**config.mk**
```make
export PLATFORM = sky130hd
export DESIGN_NAME = trial_division_prime_test_top
export DESIGN_NICKNAME = d
export VERILOG_FILES = /design/src/rtl/tdpt_pkg.sv /design/src/rtl/trial_division_prime_test_top.sv
export SDC_FILE = /design/constraint.sdc
export NUM_CORES = 1
export LEC_CHECK = 0
export BUFFER_PORTS_ARGS = -buffer_cell sky130_fd_sc_hd__buf_2
export CORE_ASPECT_RATIO = 2
export CORE_MARGIN = 2
export CORE_UTILIZATION = 50
export CTS_CLUSTER_DIAMETER = 200
export DETAILED_ROUTE_END_ITERATION = 10
export PLACE_DENSITY = 0.67
export SLEW_MARGIN = 20
export SYNTH_ARGS = -nofsm -noshare
export SYNTH_HDL_FRONTEND = slang
export SYNTH_SLANG_ARGS = --single-unit
```
**constraint.sdc**
```tcl
create_clock -name aclk -period 6.1 [get_ports aclk]
set_clock_uncertainty 0.1 [all_clocks]
set_input_delay 0.305 -clock aclk [delete_from_list [all_inputs] [get_ports aclk]]
set_output_delay 0.305 -clock aclk [all_outputs]
set_load 0.05 [all_outputs]
```
**src/rtl/tdpt_pkg.sv**
```systemverilog
package tdpt_pkg;

    typedef enum logic [1:0] {
        ST_IDLE,
        ST_DIV,
        ST_CHECK,
        ST_DONE
    } tdpt_state_t;

    // first trial divisor and the stride between trials (odd divisors only)
    localparam int FIRST_DIVISOR = 3;
    localparam int DIVISOR_STEP  = 2;

endpackage

```
**src/rtl/trial_division_prime_test_top.sv**
```systemverilog
// 0, 1, 2, 3 and even values go from IDLE straight to DONE, which loads the output register
// once it is free; other values pass through DIV and CHECK once per odd trial divisor 3, 5, 7, ...
// up to about sqrt(n), stopping at the first divisor that divides n
// throughput: one item at a time, set by the one-bit-per-cycle restoring divider
// s_ready is high only while idle; a finished result may wait in the output register
// reset: aresetn synchronous active low, clears the sequencer and m_valid
module trial_division_prime_test_top #(
    parameter int VALUE_WIDTH = 31
) (
    input  logic                   aclk,
    input  logic                   aresetn,
    input  logic                   s_valid,
    output logic                   s_ready,
    input  logic [VALUE_WIDTH-1:0] s_candidate,
    output logic                   m_valid,
    input  logic                   m_ready,
    output logic                   m_is_prime
);

    localparam int W     = VALUE_WIDTH;
    localparam int CNT_W = $clog2(VALUE_WIDTH);

    localparam logic [CNT_W-1:0] LAST_STEP = CNT_W'(VALUE_WIDTH - 1);
    localparam logic [W-1:0]     DIV_FIRST = W'(tdpt_pkg::FIRST_DIVISOR);
    localparam logic [W-1:0]     DIV_STEP  = W'(tdpt_pkg::DIVISOR_STEP);

    // sequencer state
    tdpt_pkg::tdpt_state_t state_reg, state_next;

    // operand and trial divisor
    logic [W-1:0]     value_reg,   value_next;
    logic [W-1:0]     divisor_reg, divisor_next;

    // shared restoring divider: quotient shifts in while dividend bits shift out
    logic [W-1:0]     quo_reg,     quo_next;
    logic [W-1:0]     rem_reg,     rem_next;
    logic [CNT_W-1:0] step_reg,    step_next;

    // answer waiting for the output register, and the output register itself
    logic             result_reg,  result_next;
    logic             m_valid_reg, m_valid_next;
    logic             m_prime_reg, m_prime_next;

    logic             in_fire;
    logic             out_free;
    logic             early_exit;
    logic             early_result;
    logic [W:0]       trial;
    logic [W:0]       diff;
    logic             past_bound;
    logic             rem_zero;

    assign s_ready    = (state_reg == tdpt_pkg::ST_IDLE);
    assign m_valid    = m_valid_reg;
    assign m_is_prime = m_prime_reg;

    assign in_fire  = s_valid && s_ready;
    assign out_free = !m_valid_reg || m_ready;

    // values below 4 and even values are settled without any division
    always_comb begin
        priority if (s_candidate[W-1:1] == '0) begin
            early_exit   = 1'b1;      // zero and one are not prime
            early_result = 1'b0;
        end else if (s_candidate[W-1:2] == '0) begin
            early_exit   = 1'b1;      // two and three are prime
            early_result = 1'b1;
        end else if (!s_candidate[0]) begin
            early_exit   = 1'b1;      // even and at least four
            early_result = 1'b0;
        end else begin
            early_exit   = 1'b0;
            early_result = 1'b0;
        end
    end

    // one divider step: shift in next dividend bit, subtract if it fits
    assign trial = {rem_reg, quo_reg[W-1]};
    assign diff  = trial - {1'b0, divisor_reg};

    // after the divide: quotient below divisor means divisor squared exceeds value
    assign past_bound = (divisor_reg > quo_reg);
    assign rem_zero   = (rem_reg == '0);

    // next state
    always_comb begin
        state_next = state_reg;
        unique case (state_reg)
            tdpt_pkg::ST_IDLE: begin
                if (in_fire) begin
                    state_next = early_exit ? tdpt_pkg::ST_DONE : tdpt_pkg::ST_DIV;
                end
            end
            tdpt_pkg::ST_DIV: begin
                if (step_reg == LAST_STEP) begin
                    state_next = tdpt_pkg::ST_CHECK;
                end
            end
            tdpt_pkg::ST_CHECK: begin
                if (past_bound || rem_zero) begin
                    state_next = tdpt_pkg::ST_DONE;
                end else begin
                    state_next = tdpt_pkg::ST_DIV;
                end
            end
            tdpt_pkg::ST_DONE: begin
                if (out_free) begin
                    state_next = tdpt_pkg::ST_IDLE;
                end
            end
            default: state_next = tdpt_pkg::ST_IDLE;
        endcase
    end

    // datapath and output register
    always_comb begin
        value_next   = value_reg;
        divisor_next = divisor_reg;
        quo_next     = quo_reg;
        rem_next     = rem_reg;
        step_next    = step_reg;
        result_next  = result_reg;
        m_prime_next = m_prime_reg;
        m_valid_next = m_valid_reg && !m_ready;

        unique case (state_reg)
            tdpt_pkg::ST_IDLE: begin
                if (in_fire) begin
                    value_next   = s_candidate;
                    divisor_next = DIV_FIRST;
                    quo_next     = s_candidate;
                    rem_next     = '0;
                    step_next    = '0;
                    result_next  = early_result;
                end
            end
            tdpt_pkg::ST_DIV: begin
                if (!diff[W]) begin
                    rem_next = diff[W-1:0];
                end else begin
                    rem_next = trial[W-1:0];
                end
                quo_next  = {quo_reg[W-2:0], !diff[W]};
                step_next = step_reg + 1'b1;
            end
            tdpt_pkg::ST_CHECK: begin
                priority if (past_bound) begin
                    result_next = 1'b1;
                end else if (rem_zero) begin
                    result_next = 1'b0;
                end else begin
                    // next odd divisor, restart the divider on the same value
                    divisor_next = divisor_reg + DIV_STEP;
                    quo_next     = value_reg;
                    rem_next     = '0;
                    step_next    = '0;
                end
            end
            tdpt_pkg::ST_DONE: begin
                if (out_free) begin
                    m_prime_next = result_reg;
                    m_valid_next = 1'b1;
                end
            end
            default: ;
        endcase
    end

    always_ff @(posedge aclk) begin
        if (!aresetn) begin
            state_reg   <= tdpt_pkg::ST_IDLE;
            m_valid_reg <= 1'b0;
        end else begin
            state_reg   <= state_next;
            m_valid_reg <= m_valid_next;
        end
    end

    // payload registers carry no reset
    always_ff @(posedge aclk) begin
        value_reg   <= value_next;
        divisor_reg <= divisor_next;
        quo_reg     <= quo_next;
        rem_reg     <= rem_next;
        step_reg    <= step_next;
        result_reg  <= result_next;
        m_prime_reg <= m_prime_next;
    end

    // trial divisors are always odd
    assert property (@(posedge aclk) disable iff (!aresetn)
        state_reg == tdpt_pkg::ST_DIV |-> divisor_reg[0])
        else $error("even trial divisor");

    // a divide is only started with a divisor below the value
    assert property (@(posedge aclk) disable iff (!aresetn)
        state_reg == tdpt_pkg::ST_DIV |-> divisor_reg < value_reg)
        else $error("trial divisor not below value");

    // the divider runs exactly VALUE_WIDTH steps before the check
    assert property (@(posedge aclk) disable iff (!aresetn)
        state_reg == tdpt_pkg::ST_DIV && step_reg == LAST_STEP
        |=> state_reg == tdpt_pkg::ST_CHECK)
        else $error("divider step count mismatch");

    // a result only appears when the sequencer hands one over
    assert property (@(posedge aclk) disable iff (!aresetn)
        !m_valid_reg ##1 m_valid_reg |-> $past(state_reg == tdpt_pkg::ST_DONE))
        else $error("result without finished test");

endmodule

```
==> impl_metrics.env, run 1 <==
export IMPL_synth_top_family_by_area="compound AO/OA/AOI/OAI gates"
export IMPL_diodes=0
export IMPL_setup_viol=0
export IMPL_fin_setup_tns_ns=0
export IMPL_yosysUniqueCellTypes=65
export IMPL_portBuffers=37
export IMPL_ys_seq_area_share_pct=45.19
export IMPL_cts_tree="yes"
export IMPL_cts_sinks=133
export IMPL_syn_nets=994
export IMPL_slowest_delay_ns=0.81
export IMPL_die_y_um=191.3
export IMPL_cts_buffer_depth=2
export IMPL_critical_path_most_common_cell="a21o_1"
export IMPL_cts_buffers=17
export IMPL_cp_end_kind="register"
export IMPL_yosysWarnings=0
export IMPL_synth_cells=891
export IMPL_worst_path_buf_inv=1
export IMPL_area_growth_pct=13.94
export IMPL_muxShareOfSynthArea_pct=0.3423
export IMPL_initial_core_util_pct=51.04
export IMPL_drt_iter0_markers=271
export IMPL_max_freq_mhz=246.6
export IMPL_root_buffer="clkbuf_16"
export IMPL_wl_um=22560
export IMPL_drive_gt1_share_pct=9.404
export IMPL_grt_setup_unrepaired="no"
export IMPL_wl_per_cell_um=19.33
export IMPL_synth_avg_cell_area_um2=9.845
export IMPL_layout_min_cycle_time_ns=4.055
export IMPL_viasPerCell=6.033
export IMPL_grt_use_total_pct=24.78
export IMPL_layout_common_cells="edfxtp_1 (130), a21oi_1 (93), inv_1 (79)"
export IMPL_clkLatencyLatePin_ns=0.42
export IMPL_ioPinCount=38
export IMPL_dpl_cell_area_um2=9161
export IMPL_synth_compound_area_share_pct=19.28
export IMPL_die_w_um=97.66
export IMPL_cp_slowest_cell="and3_2"
export IMPL_synth_seq_cells=133
export IMPL_grt_overflow_total=0
export IMPL_synth_adder_area_share_pct=9.785
export IMPL_crit_path_start_kind="register"
export IMPL_path_cells="ha_1, a21o_1, a21o_1, a211oi_1, o221ai_1, a221oi_1, a21oi_1, o21ai_0, and3_2, buf_4"
export IMPL_drtPass1Iterations=6
export IMPL_worstMarginPinSlew_ns=0.9312
export IMPL_status="complete, no violations"
export IMPL_htreeDepth=4
export IMPL_hold_viol=0
export IMPL_maxCapViolations=0
export IMPL_dpl_hpwl_um=16360
export IMPL_path_max_fanout=37
export IMPL_cts_resized=0
export IMPL_die_area_um2=18680
export IMPL_grt_max_degree=68
export IMPL_first_global_vias=7116
export IMPL_synth_xor_area_share_pct=4.693
export IMPL_rows=68
export IMPL_synth_area_um2=8772
export IMPL_routabilityCongestion=0.9591
export IMPL_path_clk_slew_ns=0.06
export IMPL_final_cell_area_um2=9995
export IMPL_final_nets=1048
export IMPL_timing_final_crit_share_pct=66.48
export IMPL_core_um2=17190
export IMPL_cp_data_arrival_time_ns=4.02
export IMPL_vias=7041
export IMPL_postRouteAntennaNets=0
export IMPL_slew_headroom_pct=37.35
export IMPL_final_common_cell="edfxtp_1"
export IMPL_crit_required_ns=6.06
export IMPL_synth_simple_area_share_pct=15.62
export IMPL_drcViolationCount=0
export IMPL_synth_edf_count=130
export IMPL_hp_class="in2reg"
export IMPL_synth_ff_type="edfxtp_1"
export IMPL_antenna_found_initial=0
export IMPL_crit_family="compound AO/OA/AOI/OAI gates"
export IMPL_finalMaxSlewViolations=0
export IMPL_synthArstFlopShare_pct=0
export IMPL_critical_path_class="reg2reg"
export IMPL_grt_pass1_wl_um=36140
## Yosys cell counts (8+ instances only)
cell / instances / area share, %
nor2_1: 55 / 2.4
a21oi_1: 93 / 5.3
nor4_1: 19 / 1.4
nor3_1: 19 / 1.1
a31oi_1: 8 / 0.57
o21ai_0: 49 / 2.8
edfxtp_1: 130 / 45
clkbuf_1: 26 / 1.1
ha_1: 67 / 9.6
nor2b_1: 8 / 0.57
and2_1: 29 / 2.1
nand4_1: 26 / 1.9
nand2_1: 28 / 1.2
nand3_1: 34 / 1.9
inv_1: 79 / 3.4
a21o_1: 31 / 2.7
nand2b_1: 10 / 0.71
o211ai_1: 9 / 0.77
xor2_1: 9 / 0.90
xnor2_1: 38 / 3.8
a22oi_1: 30 / 2.6
## final timing paths
path	start	end	slack, ns	cells after the start
worst max register to register	divisor_reg[4]	rem_reg[23]	2.04	10
worst max-delay path	divisor_reg[4]	rem_reg[23]	2.04	10
worst min register to register	result_reg	m_is_prime	0.35	0
worst min-delay path	s_candidate[8]	value_reg[8]	0.009	1
## kinds of logic (layout without fill, tap and decap cells)
family,Yosys count,in the layout
AO/OA/AOI/OAI,270,270
XOR/XNOR,47,47
adder cells (fa/ha/maj),68,68
buffers and inverters,114,180
flip-flops,133,133
multiplexers,3,3
AND/OR/NAND/NOR,256,256
## final cells by class
cell class | count | area (um2)
timing repair buffer | 70 | 488.0
inverter | 79 | 296.5
clock buffer | 20 | 436.7
tap | 210 | 262.8
multi-input combinational | 644 | 4388
fill | 1484 | 7192
sequential | 133 | 3964
clock inverter | 11 | 158.9
## through the flow
| step | utilization [%] | worst slack (ns) | hold slack, ns | std cells |
|---|---|---|---|---|
| after global placement | 53.31 | 2.111 | 0.3316 | 1114 |
| final | 58.15 | 2.045 | 0.008534 | 1167 |
| after floorplan | - | 1.962 | 0.3003 | 891 |
| after detailed placement | 53.31 | 2.023 | 0.3259 | 1114 |
| after global routing | 58.15 | 1.751 | 0.003261 | 1167 |
| after CTS | 57.99 | 2.006 | 0.002762 | 1166 |
## routing by layer
| metal | vias to the layer above | wire length, um | global-route usage [%] |
|---|---|---|---|
| met3 | 62 | 642 | 2.888 |
| li1 | 3442 | - | - |
| met5 | - | 0 | 0 |
| met1 | 3337 | 8467 | 26.99 |
| met2 | 200 | 12270 | 45.78 |
| met4 | 0 | 1176 | 14.32 |
## timing repair
| item | in CTS | in global routing |
|---|---|---|
| endpoints found under the hold margin | 21 | 1 |
| hold buffers | 21 | 1 |
| setup endpoints to repair | 0 | 0 |
| buffers inserted | 0 | 0 |
Power of run 1 is not shown: default switching activity piles up to over one toggle a cycle in this logic, so the estimate is an artifact.
==> run 2, diff against run 1 <==
--- a/config.mk
+++ b/config.mk
@@ -11,7 +11,7 @@
 export CORE_UTILIZATION = 50
 export CTS_CLUSTER_DIAMETER = 200
 export DETAILED_ROUTE_END_ITERATION = 10
-export PLACE_DENSITY = 0.67
+export PLACE_DENSITY = 0.69
 export SLEW_MARGIN = 20
 export SYNTH_ARGS = -nofsm -noshare
 export SYNTH_HDL_FRONTEND = slang
==> constraint.sdc (replaced) <==
create_clock -name aclk -period 3.6 [get_ports aclk]
set_clock_uncertainty 0.1 [all_clocks]
set_input_delay 0.18 -clock aclk [delete_from_list [all_inputs] [get_ports aclk]]
set_output_delay 0.18 -clock aclk [all_outputs]
set_load 0.05 [all_outputs]
==> impl_metrics.env, run 2 (synthesized netlist as in run 1, its figures left out) <==
export IMPL_status="complete, no violations"
export IMPL_antenna_found_initial=0
export IMPL_timing_final_crit_share_pct=95.29
export IMPL_cts_tree="yes"
export IMPL_grt_most_used_layer="met2"
export IMPL_portBuffers=37
export IMPL_htreeDepth=4
export IMPL_hold_viol=0
export IMPL_diodes=0
export IMPL_fin_setup_tns_ns=0
export IMPL_wl_um=22660
export IMPL_first_global_vias=7376
export IMPL_hp_start="m_ready"
export IMPL_final_nets=1080
export IMPL_die_y_um=191.3
export IMPL_drive_gt1_share_pct=11.32
export IMPL_postRouteAntennaNets=0
export IMPL_drt_iter0_markers=330
export IMPL_timing_hold_ws_ns=0.1136
export IMPL_cts_sinks=133
export IMPL_viasPerCell=6.013
export IMPL_slowest_delay_ns=0.42
export IMPL_reg2reg_depth=10
export IMPL_grt_overflow_total=0
export IMPL_worst_path_buf_inv=1
export IMPL_dpl_cell_area_um2=9336
export IMPL_hp_class="in2reg"
export IMPL_routabilityCongestion=0.9361
export IMPL_grt_setup_unrepaired="no"
export IMPL_drtPass1Iterations=5
export IMPL_clkLatencyLatePin_ns=0.42
export IMPL_setup_viol=0
export IMPL_rr_startpoint="divisor_reg[16]"
export IMPL_crit_path_start_kind="register"
export IMPL_cp_slowest_cell="ha_1"
export IMPL_maxCapViolations=0
export IMPL_core_um2=17190
export IMPL_grt_max_degree=63
export IMPL_vias=7210
export IMPL_multiInputGateArea_um2=4383
export IMPL_grt_use_total_pct=24.83
export IMPL_fillers=1501
export IMPL_final_cell_area_um2=10250
export IMPL_path_clk_slew_ns=0.06
export IMPL_seqCellArea_um2=3964
export IMPL_path_max_fanout=8
export IMPL_worstMarginPinSlew_ns=1.020
export IMPL_ioPinCount=38
export IMPL_die_w_um=97.66
export IMPL_max_freq_mhz=291.5
export IMPL_grt_pass1_wl_um=36340
export IMPL_drcViolationCount=0
export IMPL_crit_required_ns=3.74
export IMPL_cp_depth=10
export IMPL_path_cells="inv_1, ha_1, nand4_1, or3_1, o22a_1, and4_4, or3_4, nand3_2, nand3_1, o32ai_1"
export IMPL_cp_end_kind="register"
export IMPL_finalMaxSlewViolations=0
export IMPL_dpl_hpwl_um=16520
export IMPL_rows=68
export IMPL_hold_depth=3
export IMPL_layout_min_cycle_time_ns=3.430
export IMPL_cts_buffers=17
export IMPL_crit_start="divisor_reg[16]"
export IMPL_root_buffer="clkbuf_16"
export IMPL_initial_core_util_pct=51.04
export IMPL_cp_data_arrival_time_ns=3.57
export IMPL_wl_per_cell_um=18.90
export IMPL_use_met2_pct=47.85
export IMPL_cts_buffer_depth=2
export IMPL_setup_ws_ns=0.1696
export IMPL_final_common_cell="edfxtp_1"
export IMPL_grt_use_met3_pct=3.583
export IMPL_slew_headroom_pct=31.99
export IMPL_preCtsSetupSlack_ns=0.1158
export IMPL_die_area_um2=18680
export IMPL_grt_use_met1_pct=24.76
export IMPL_crit_family="simple AND/OR/NAND/NOR gates"
export IMPL_critical_path_class="reg2reg"
export IMPL_layout_common_cells="edfxtp_1 (130), a21oi_1 (93), inv_1 (78)"
export IMPL_area_growth_pct=16.86
## run 2: final timing paths
check                           slack (ns)           to
worst max-delay path                  0.17  rem_reg[28]
worst min register to register        0.35   m_is_prime
worst min-delay path                  0.11   m_is_prime
worst max register to register        0.17  rem_reg[28]
## run 2: layer usage
metal	vias to the layer above	part of all wire [%]
met3	70	3.0
met5	-	0
li1	3511	-
met2	190	56
met4	0	5.2
met1	3439	36
## run 2: per-stage QoR
step	util, %	cells
after floorplan	-	891
after detailed placement	54.32	1134
after CTS	59.43	1198
final	59.65	1199
after global placement	54.32	1134
after global routing	59.65	1199
## run 2: final cells by class
| class | instances | area share [%] |
|---|---|---|
| tap | 210 | 2.563 |
| clock buffer | 19 | 4.223 |
| inverter | 79 | 2.893 |
| multi-input combinational | 644 | 42.76 |
| clock inverter | 12 | 1.111 |
| timing repair buffer | 102 | 7.787 |
| sequential | 133 | 38.67 |
## run 2: repair_timing
action                                  4_1_cts  5_1_grt
endpoints found under the hold margin        35        0
setup buffers                                 0        0
gates resized for setup                       0        3
hold buffers                                 33        0
endpoints found under the setup margin        0       69
## run 2: worst reg2reg max path, cell delays in order (launching register included)
cell and delay (ns):
edfxtp_1 0.40, inv_1 0.10, ha_1 0.42, nand4_1 0.22, or3_1 0.41, o22a_1 0.22
and4_4 0.20, or3_4 0.40, nand3_2 0.18, nand3_1 0.27, o32ai_1 0.34
Power of run 2 is left out for the same reason.
